**src/egcd_pkg.sv**
```systemverilog
// Package for the extended gcd unit: widths, word types, shared limits.
`default_nettype none
package egcd_pkg;
	localparam int OpWidth   = 63;
	localparam int CoefWidth = 64;
	localparam int DefOperandWidth = 64;
	localparam int MaxSteps  = 128;

	typedef struct packed {
		logic [OpWidth-1:0] first_operand;
		logic [OpWidth-1:0] second_operand;
	} egcd_in_t;

	typedef struct packed {
		logic [CoefWidth-1:0] coeff_first;
		logic [CoefWidth-1:0] coeff_second;
		logic                 zero_divisor_error;
	} egcd_out_t;
endpackage
`default_nettype wire

```
**src/extended_gcd_bezout_unit.sv**
```systemverilog
// Top level of the extended gcd unit: sequencer over a serial divider and two serial MACs.
//  channel | dir | handshake        | word
//  in      | in  | in_valid/in_ready | egcd_in_t
//  out     | out | out_valid/out_ready | egcd_out_t
// In each Euclid step the divider produces one quotient bit per cycle, then both
// coefficient MACs take one quotient bit per cycle.
// An item runs at most MaxSteps (128) Euclid steps.
// Reset clears the sequencer and handshakes; the result register holds until taken.
// A new word is accepted while a result waits; a finished item holds in the done
// state until the result register is free.
`default_nettype none
module extended_gcd_bezout_unit #(
	parameter int OPERAND_WIDTH = egcd_pkg::DefOperandWidth
) (
	input  wire logic                 clk,
	input  wire logic                 arst_n,
	input  wire logic                 in_valid,
	output logic                      in_ready,
	input  wire egcd_pkg::egcd_in_t   in_data,
	output logic                      out_valid,
	input  wire logic                 out_ready,
	output egcd_pkg::egcd_out_t       out_data
);
	import egcd_pkg::*;
	localparam int W  = OPERAND_WIDTH;
	localparam int OW = OPERAND_WIDTH - 1;
	localparam int SW = $clog2(MaxSteps + 1);

	localparam logic [2:0] ST_IDLE = 3'd0;
	localparam logic [2:0] ST_DIV  = 3'd1;
	localparam logic [2:0] ST_DIVW = 3'd2;
	localparam logic [2:0] ST_MAC  = 3'd3;
	localparam logic [2:0] ST_MACW = 3'd4;
	localparam logic [2:0] ST_DONE = 3'd5;

	logic [2:0]    state_q;
	logic [SW-1:0] step_q;
	logic [OW-1:0] dvs_q, dvd_q;
	logic [W-1:0]  ex_q, ey_q, cx_q, cy_q;
	logic          div_start, mac_start, div_done, mac_done, mac_done_y;
	logic [OW-1:0] quo, rem;
	logic [W-1:0]  nx, ny;
	logic          accept;

	assign in_ready  = (state_q == ST_IDLE);
	assign accept    = in_valid && in_ready;
	assign div_start = (state_q == ST_DIV);
	assign mac_start = (state_q == ST_MAC);

	egcd_divider #(.W(OW)) u_div (
		.clk, .arst_n, .start(div_start), .dividend(dvd_q), .divisor(dvs_q),
		.done(div_done), .quotient(quo), .remainder(rem)
	);
	egcd_mac #(.W(W), .QW(OW)) u_mac_x (
		.clk, .arst_n, .start(mac_start), .c_in(cx_q), .e_in(ex_q), .q_in(quo),
		.done(mac_done), .result(nx)
	);
	egcd_mac #(.W(W), .QW(OW)) u_mac_y (
		.clk, .arst_n, .start(mac_start), .c_in(cy_q), .e_in(ey_q), .q_in(quo),
		.done(mac_done_y), .result(ny)
	);

	function automatic logic [CoefWidth-1:0] sext(input logic [W-1:0] v);
		return CoefWidth'(signed'(v));
	endfunction

	always_ff @(posedge clk or negedge arst_n) begin
		if (!arst_n) begin
			state_q   <= ST_IDLE;
			out_valid <= 1'b0;
			step_q    <= '0;
		end else begin
			if (out_valid && out_ready)
				out_valid <= 1'b0;
			unique case (state_q)
				ST_IDLE: if (accept) begin
					step_q  <= '0;
					state_q <= (in_data.first_operand[OW-1:0] == '0) ? ST_DONE : ST_DIV;
				end
				ST_DIV:  state_q <= ST_DIVW;
				ST_DIVW: if (div_done) begin
					if (rem == '0 || step_q == SW'(MaxSteps))
						state_q <= ST_DONE;
					else
						state_q <= ST_MAC;
				end
				ST_MAC:  state_q <= ST_MACW;
				ST_MACW: if (mac_done) begin
					step_q  <= step_q + 1'b1;
					state_q <= (step_q + 1'b1 == SW'(MaxSteps)) ? ST_DONE : ST_DIV;
				end
				ST_DONE: if (!out_valid) begin
					out_valid <= 1'b1;
					state_q   <= ST_IDLE;
				end
				default: state_q <= ST_IDLE;
			endcase
		end
	end

	always_ff @(posedge clk) begin
		if (accept) begin
			dvs_q <= in_data.first_operand[OW-1:0];
			dvd_q <= in_data.second_operand[OW-1:0];
			ex_q  <= W'(1);
			ey_q  <= '0;
			cx_q  <= '0;
			cy_q  <= W'(1);
		end else if (state_q == ST_MACW && mac_done) begin
			cx_q  <= ex_q;
			cy_q  <= ey_q;
			ex_q  <= nx;
			ey_q  <= ny;
			dvd_q <= dvs_q;
			dvs_q <= rem;
		end
		if (state_q == ST_DONE && !out_valid) begin
			if (dvs_q == '0) begin
				out_data.coeff_first        <= '0;
				out_data.coeff_second       <= '0;
				out_data.zero_divisor_error <= 1'b1;
			end else begin
				out_data.coeff_first        <= sext(ex_q);
				out_data.coeff_second       <= sext(ey_q);
				out_data.zero_divisor_error <= 1'b0;
			end
		end
	end

	a_macs_sync: assert property (@(posedge clk) disable iff (!arst_n)
		mac_done == mac_done_y) else $error("coefficient units out of step");
	a_no_accept_busy: assert property (@(posedge clk) disable iff (!arst_n)
		(state_q != ST_IDLE) |-> !in_ready) else $error("ready while busy");
	a_done_valid: assert property (@(posedge clk) disable iff (!arst_n)
		(state_q == ST_DONE && !out_valid) |=> out_valid) else $error("result not posted");
endmodule
`default_nettype wire

```
**src/egcd_divider.sv**
```systemverilog
// Bit-serial restoring divider: one quotient bit per cycle.
`default_nettype none
module egcd_divider #(
	parameter int W = 63
) (
	input  wire logic         clk,
	input  wire logic         arst_n,
	input  wire logic         start,
	input  wire logic [W-1:0] dividend,
	input  wire logic [W-1:0] divisor,
	output logic              done,
	output logic [W-1:0]      quotient,
	output logic [W-1:0]      remainder
);
	localparam int CW = $clog2(W + 1);
	logic [W-1:0]  quo_q, dsr_q;
	logic [W-1:0]  rem_q;
	logic [CW-1:0] cnt_q;
	logic          busy_q;
	logic [W:0]    shifted;
	logic [W:0]    diff;

	assign shifted = {rem_q, quo_q[W-1]};
	assign diff    = shifted - {1'b0, dsr_q};

	always_ff @(posedge clk or negedge arst_n) begin
		if (!arst_n) begin
			busy_q <= 1'b0;
			done   <= 1'b0;
			cnt_q  <= '0;
		end else begin
			done <= 1'b0;
			if (start) begin
				busy_q <= 1'b1;
				cnt_q  <= CW'(W);
			end else if (busy_q) begin
				cnt_q <= cnt_q - 1'b1;
				if (cnt_q == CW'(1)) begin
					busy_q <= 1'b0;
					done   <= 1'b1;
				end
			end
		end
	end

	// partial remainder stays below the divisor, so W bits hold it
	always_ff @(posedge clk) begin
		if (start) begin
			quo_q <= dividend;
			dsr_q <= divisor;
			rem_q <= '0;
		end else if (busy_q) begin
			if (!diff[W]) begin
				rem_q <= diff[W-1:0];
				quo_q <= {quo_q[W-2:0], 1'b1};
			end else begin
				rem_q <= shifted[W-1:0];
				quo_q <= {quo_q[W-2:0], 1'b0};
			end
		end
	end

	assign quotient  = quo_q;
	assign remainder = rem_q;
endmodule
`default_nettype wire

```
**src/egcd_mac.sv**
```systemverilog
// Bit-serial multiply-subtract: result = c - q*e, modulo 2^W, one q bit per cycle.
`default_nettype none
module egcd_mac #(
	parameter int W  = 64,
	parameter int QW = 63
) (
	input  wire logic          clk,
	input  wire logic          arst_n,
	input  wire logic          start,
	input  wire logic [W-1:0]  c_in,
	input  wire logic [W-1:0]  e_in,
	input  wire logic [QW-1:0] q_in,
	output logic               done,
	output logic [W-1:0]       result
);
	localparam int CW = $clog2(QW + 1);
	logic [W-1:0]  acc_q, e_q;
	logic [QW-1:0] q_q;
	logic [CW-1:0] cnt_q;
	logic          busy_q;

	always_ff @(posedge clk or negedge arst_n) begin
		if (!arst_n) begin
			busy_q <= 1'b0;
			done   <= 1'b0;
			cnt_q  <= '0;
		end else begin
			done <= 1'b0;
			if (start) begin
				busy_q <= 1'b1;
				cnt_q  <= CW'(QW);
			end else if (busy_q) begin
				cnt_q <= cnt_q - 1'b1;
				if (cnt_q == CW'(1)) begin
					busy_q <= 1'b0;
					done   <= 1'b1;
				end
			end
		end
	end

	// shift-and-subtract: e doubles each cycle while q shifts out LSB first
	always_ff @(posedge clk) begin
		if (start) begin
			acc_q <= c_in;
			e_q   <= e_in;
			q_q   <= q_in;
		end else if (busy_q) begin
			if (q_q[0])
				acc_q <= acc_q - e_q;
			e_q <= {e_q[W-2:0], 1'b0};
			q_q <= q_q >> 1;
		end
	end

	assign result = acc_q;
endmodule
`default_nettype wire

```
**config.mk**
```make
export PLATFORM = sky130hd
export DESIGN_NAME = extended_gcd_bezout_unit
export DESIGN_NICKNAME = d
export VERILOG_FILES = /design/src/egcd_pkg.sv /design/src/extended_gcd_bezout_unit.sv /design/src/egcd_divider.sv /design/src/egcd_mac.sv
export SDC_FILE = /design/constraint.sdc
export NUM_CORES = 2
export LEC_CHECK = 0
export ABC_AREA = 1
export BUFFER_PORTS_ARGS = -buffer_cell sky130_fd_sc_hd__buf_2
export CELL_PAD_IN_SITES_DETAIL_PLACEMENT = 1
export CELL_PAD_IN_SITES_GLOBAL_PLACEMENT = 1
export CORE_ASPECT_RATIO = 0.8
export CORE_MARGIN = 2
export CORE_UTILIZATION = 51
export DETAILED_ROUTE_END_ITERATION = 16
export GPL_TIMING_DRIVEN = 0
export PLACE_DENSITY_LB_ADDON = 0.1
export SLEW_MARGIN = 20
export SYNTH_ARGS = -nofsm -noshare
export SYNTH_HDL_FRONTEND = slang
export SYNTH_SLANG_ARGS = --single-unit
```
**constraint.sdc**
```tcl
create_clock -name clk -period 12.08 [get_ports clk]
set_input_delay 3.624 -clock clk [delete_from_list [all_inputs] [get_ports clk]]
set_output_delay 3.624 -clock clk [all_outputs]
set_load 0.01 [all_outputs]
```
* After elaboration in Yosys (flattened, before gate mapping)
Cells that the tools add are included.
** Operators by class
- Add/sub/neg operators :: 7
- Equality and inequality tests :: 14
- Mux-type cells :: 58
- Reduce and logical (&&, ||, !) cells :: 21
** Operator list (number)
- $mux 63 :: 11
- $mux 64 :: 10
- $logic_not 63->1 :: 3
- $sub 64x64->64 :: 2
- $sub 64x63->64 :: 1
- $mux 6 :: 6
- $mux 3 :: 7
- $mux 1 :: 20
- $eq 6x1->1 const B :: 3
- $pmux 3 s6 :: 1
- $sub 6x1->6 const B :: 3
- $eq 8x8->1 const B :: 2
- $mux 8 :: 2
- $pmux 8 s2 :: 1
- $reduce_bool 2->1 :: 7
- $add 8x1->8 const B :: 1
- $eq 3x2->1 const B :: 2
- $eq 3x3->1 const B :: 2
- $ne 2x1->1 const B :: 3
- $logic_and 1x1->1 :: 4
- $reduce_and 2->1 :: 2
- $reduce_and 4->1 :: 1
- $eq 3x1->1 const B :: 1
- $logic_not 3->1 :: 1
- 4 further kinds :: 4
** Word-level totals
- Register bits :: 1117
- Input port bits :: 130
- Output and inout port bits :: 131
- Word-level logic and storage cells :: 129

* Logic depth before layout (Yosys ltp)
- Depth in word-level cells :: 5
- Mapped depth :: 21
- Gate-level depth less buffers :: 19

* By module
From an unflattened synthesis, not the netlist that was laid out.
** Unflattened totals
- Cells, all modules :: 8416
- Area, all modules :: 62591.3 µm²
** By module, submodules not included
- egcd_mac :: times used 2, cells an instance 2072, area an instance 14229.9 µm², sequential area each 5935.7 µm²
- extended_gcd_bezout_unit :: times used 1, cells an instance 2026, area an instance 19951.6 µm², sequential area each 13082.5 µm²
- egcd_divider :: times used 1, cells an instance 2246, area an instance 14179.8 µm², sequential area each 5245.0 µm²

* Least setup slack after synthesis
Ideal clock, no wire load.
- Path type :: in2reg
- Start point :: input port in_valid
- End point :: register dvd_q[0], enable pin
- Setup time :: 0.494 ns
- Arrival time :: 6.979 ns
- Data required time :: 11.586 ns
- Path slack :: 4.606 ns
- Stages :: 5
- Path buffers :: 1
- Path through :: inv_1 -> nor2_2 -> inv_1 -> clkbuf_1 -> nand2_1
** Between the ends
- Longest elaborated chain between the ends :: 2
** Ends and longest elaborated chain
- from (decl) :: line extended_gcd_bezout_unit.sv:17 : input wire logic in_valid,
- $logic_and 1x1->1 :: line extended_gcd_bezout_unit.sv:46 : assign accept = in_valid && in_ready;
- $reduce_bool 2->1 (no source line)
- to (signal assigned) :: line extended_gcd_bezout_unit.sv:104 : dvd_q <= in_data.second_operand[OW-1:0];
- to (signal assigned) :: line extended_gcd_bezout_unit.sv:114 : dvd_q <= dvs_q;
- to (decl) :: line extended_gcd_bezout_unit.sv:38 : logic [OW-1:0] dvs_q, dvd_q;
No other way between the ends.
A chain may end at the register's enable or synchronous reset.

* Worst setup path after layout
- Start point :: input port in_valid
- End point :: register dvd_q[32], enable pin
Same word-level chain as after synthesis.

==> flow_summary.json <==
{
  "cp_data_required_time_ns": 12.51,
  "syn-num-nets": 7876,
  "design.core.area_um2": 116000,
  "grt_max_degree": 56,
  "criticalPathCategory": "in2reg",
  "clock.fmax_mhz": 162,
  "final_area_um2": 67000,
  "ys_dominant_reg_cell": "sky130_fd_sc_hd__edfxtp_1",
  "timing.final.crit_share_pct": 51.0,
  "synth.avg_cell_area_um2": 7.88,
  "post_route_worst_hold_slack_ns": 0.457,
  "postPlaceCellArea_um2": 63200,
  "crit_buf_inv": 5,
  "total_nets_final": 8265,
  "finalWorstPathRequiredPeriod_ns": 6.16,
  "timing.critical_path.from_type": "primary input",
  "critical_path.slowest_cell": "sky130_fd_sc_hd__nor2_4",
  "cts-hold-fix-buffers": 0,
  "die_area_um2": 119000,
  "worst_setup_hold_path_clk_slew_ns": 0.07,
  "async_flop_share_pct": 3.13,
  "clock-sinks": 1117,
  "synth_area_um2": 59500,
  "detail-route-antenna-nets": 0,
  "yosys_warnings": 0,
  "grt_antenna_before_repair": 13,
  "final_count_of_hold_timing_violations": 0,
  "clk_root_buffer_cell": "sky130_fd_sc_hd__clkbuf_16",
  "timing.final.setup_violations": 0,
  "netlist_top_cells_area": "sky130_fd_sc_hd__edfxtp_1, sky130_fd_sc_hd__nand2_1, sky130_fd_sc_hd__dfxtp_1",
  "pre_cts_ws_ns": 5.32,
  "crit_arrival_ns": 6.59,
  "fin_skew_ns": 0.0550,
  "die_x_um": 386,
  "ports_placed_on_the_boundary": 261,
  "final-max-slew-violation-count": 0,
  "die_h_um": 309,
  "yosys_register_bits": 1117,
  "syn2layout_area_growth_pct": 12.6,
  "wl_mm": 234,
  "critPathMostFrequentCell": "sky130_fd_sc_hd__inv_1",
  "cts_tree": "done",
  "vdd_ir_drop_max_mv": 0.117,
  "hpwlAfterDp_mm": 181,
  "placed_insts": 9362,
  "initial_core_util_pct": 51.2,
  "tightestPinTransition_ns": 1.28,
  "routed_wire_length_per_instance_um": 24.4,
  "rows": 112,
  "number_of_flops_mapped_to_enable_cells_by_yosys": 763,
  "cts_buffers": 109,
  "htree_levels": 3,
  "finalSetupTns_ns": 0,
  "synth_sequential_area_ratio_pct": 50.7,
  "final_layout_size_suffix_gt1_share_pct": 7.61,
  "yosys-top-cells-count": "sky130_fd_sc_hd__nand2_1, sky130_fd_sc_hd__inv_1, sky130_fd_sc_hd__edfxtp_1",
  "synth_cells": 7545,
  "cts_max_path_buffers": 3,
  "drtPass1Iterations": 6,
  "remaining_drc_errors": 0,
  "yosys.cell_count.top_type": "sky130_fd_sc_hd__nand2_1",
  "yosys.cell_types.count": 49,
  "timing.max_cap.violations": 0,
  "final_core_util_pct": 57.6,
  "critPathTopFamily": "buffers and inverters",
  "worstHoldPathType": "reg2reg",
  "grt_pass1_vias": 55800,
  "yosysTopAreaCellShare_pct": 38.5,
  "cts.repair_timing.setup_buffer_count": 0,
  "cellPowerDensity_nw_per_um2": 115,
  "grt_first_pass_wirelength_mm": 343,
  "clock_insertion_delay_worst_skew_ns": 0.78,
  "gp_congestion": 1.00,
  "post_cts_resize_count": 0,
  "grtUsageTotal_pct": 38.4,
  "viasPerCell": 5.78,
  "dr_total_vias": 55300,
  "post-synth-top-area-cell": "sky130_fd_sc_hd__edfxtp_1",
  "end_kind": "flip-flop",
  "rsz_0062_raised_after_global_routing": "false",
  "globalRoute.totalOverflow": 0,
  "max_slew_margin_pct": 14.9,
  "crit_chain": "buf_2 > inv_1 > nor2_4 > inv_1 > clkbuf_2 > nand2_4 > buf_16",
  "status": "finished, final reports clean",
  "critical_path_peak_fanout": 55,
  "port_buffers": 260,
  "worst_slack_ns": 5.92,
  "power.leakage_nw": 28.3,
  "drt_iter0_drc": 5534,
  "total_power_mw": 7.71,
  "cpPeakStageDelay_ns": 0.72,
  "final-instance-count-excl-fill": 9573
}
## per-layer routing
metal / global-route usage (%) / vias to the layer above / wire [um]
met5: 1.25 / - / 245
met4: 13.7 / 10 / 8870
met3: 8.08 / 432 / 20500
met2: 58.7 / 2375 / 103000
met1: 53.7 / 27400 / 102000
li1: - / 25100 / -
## worst register-to-register path, stage by stage, from the launching register on
cell and delay, ns:
sky130_fd_sc_hd__dfrtp_1 0.42, sky130_fd_sc_hd__nor2_1 0.11, sky130_fd_sc_hd__inv_1 0.07, sky130_fd_sc_hd__nor2_1 0.58, sky130_fd_sc_hd__inv_1 0.18, sky130_fd_sc_hd__nor2_4 0.70, sky130_fd_sc_hd__inv_1 0.41, sky130_fd_sc_hd__clkbuf_2 0.53
sky130_fd_sc_hd__nand2_4 0.65, sky130_fd_sc_hd__buf_16 0.39
## cells in the final DEF (no fill, tap or decap), types with 72 or more instances in the layout
| cell | instances |
|---|---|
| sky130_fd_sc_hd__nand2_1 | 2425 |
| sky130_fd_sc_hd__inv_1 | 1105 |
| sky130_fd_sc_hd__edfxtp_1 | 763 |
| sky130_fd_sc_hd__o21ai_0 | 668 |
| sky130_fd_sc_hd__nor2_1 | 577 |
| sky130_fd_sc_hd__a21oi_1 | 483 |
| sky130_fd_sc_hd__dfxtp_1 | 319 |
| sky130_fd_sc_hd__buf_2 | 300 |
| sky130_fd_sc_hd__nand3_1 | 275 |
| sky130_fd_sc_hd__clkbuf_1 | 199 |
| sky130_fd_sc_hd__ha_1 | 198 |
| sky130_fd_sc_hd__clkbuf_16 | 111 |
| sky130_fd_sc_hd__xnor2_1 | 72 |
## state kept, by name, summed over array words and instances (netlist names), 64 cells and up
name	count
cx_q	64
out_data	129
ey_q	64
u_mac_x.result	64
u_mac_x.e_q	64
ex_q	64
cy_q	64
u_mac_y.result	64
u_mac_y.e_q	64
## logic make-up after synthesis
logic type	count (synthesis)	synth area share [%]
XOR/XNOR	98	1.44
buffers and inverters	1360	8.77
adder cells (fa/ha/maj)	201	4.27
AO/OA/AOI/OAI	1223	10.5
flip-flops	1117	50.7
AND/OR/NAND/NOR	3546	24.2
## final cells by class
cell class | count | area (um^2)
Antenna cell | 3 | 7.51
Tap cell | 1539 | 1930
Buffer | 244 | 1050
Inverter | 1116 | 4190
Multi-Input combinational cell | 5068 | 24200
Clock buffer | 158 | 3150
Clock inverter | 50 | 603
Timing Repair Buffer | 278 | 1700
Fill cell | 14400 | 49200
Sequential cell | 1117 | 30200
## final timing paths
kind	from	to	slack (ns)	depth (start not counted)
max	in_valid	dvd_q[32]	5.92	7
min in group asynchronous	arst_n	u_mac_x.busy_q	2.96	1
max reg2reg	state_q[0]	dvd_q[32]	7.66	9
min reg2reg	cy_q[48]	cy_q[48]	0.46	2
min	cy_q[48]	cy_q[48]	0.46	2
max in group asynchronous	arst_n	step_q[7]	8.56	1
## power breakdown
part / switching, mW / internal, mW
Sequential: 0.0000000000000000113 / 4.03
Combinational: 0.0195 / 0.0155
Clock: 1.63 / 2.01
Total: 1.65 / 6.05
No activity file was read; power rests on OpenSTA's default activity.
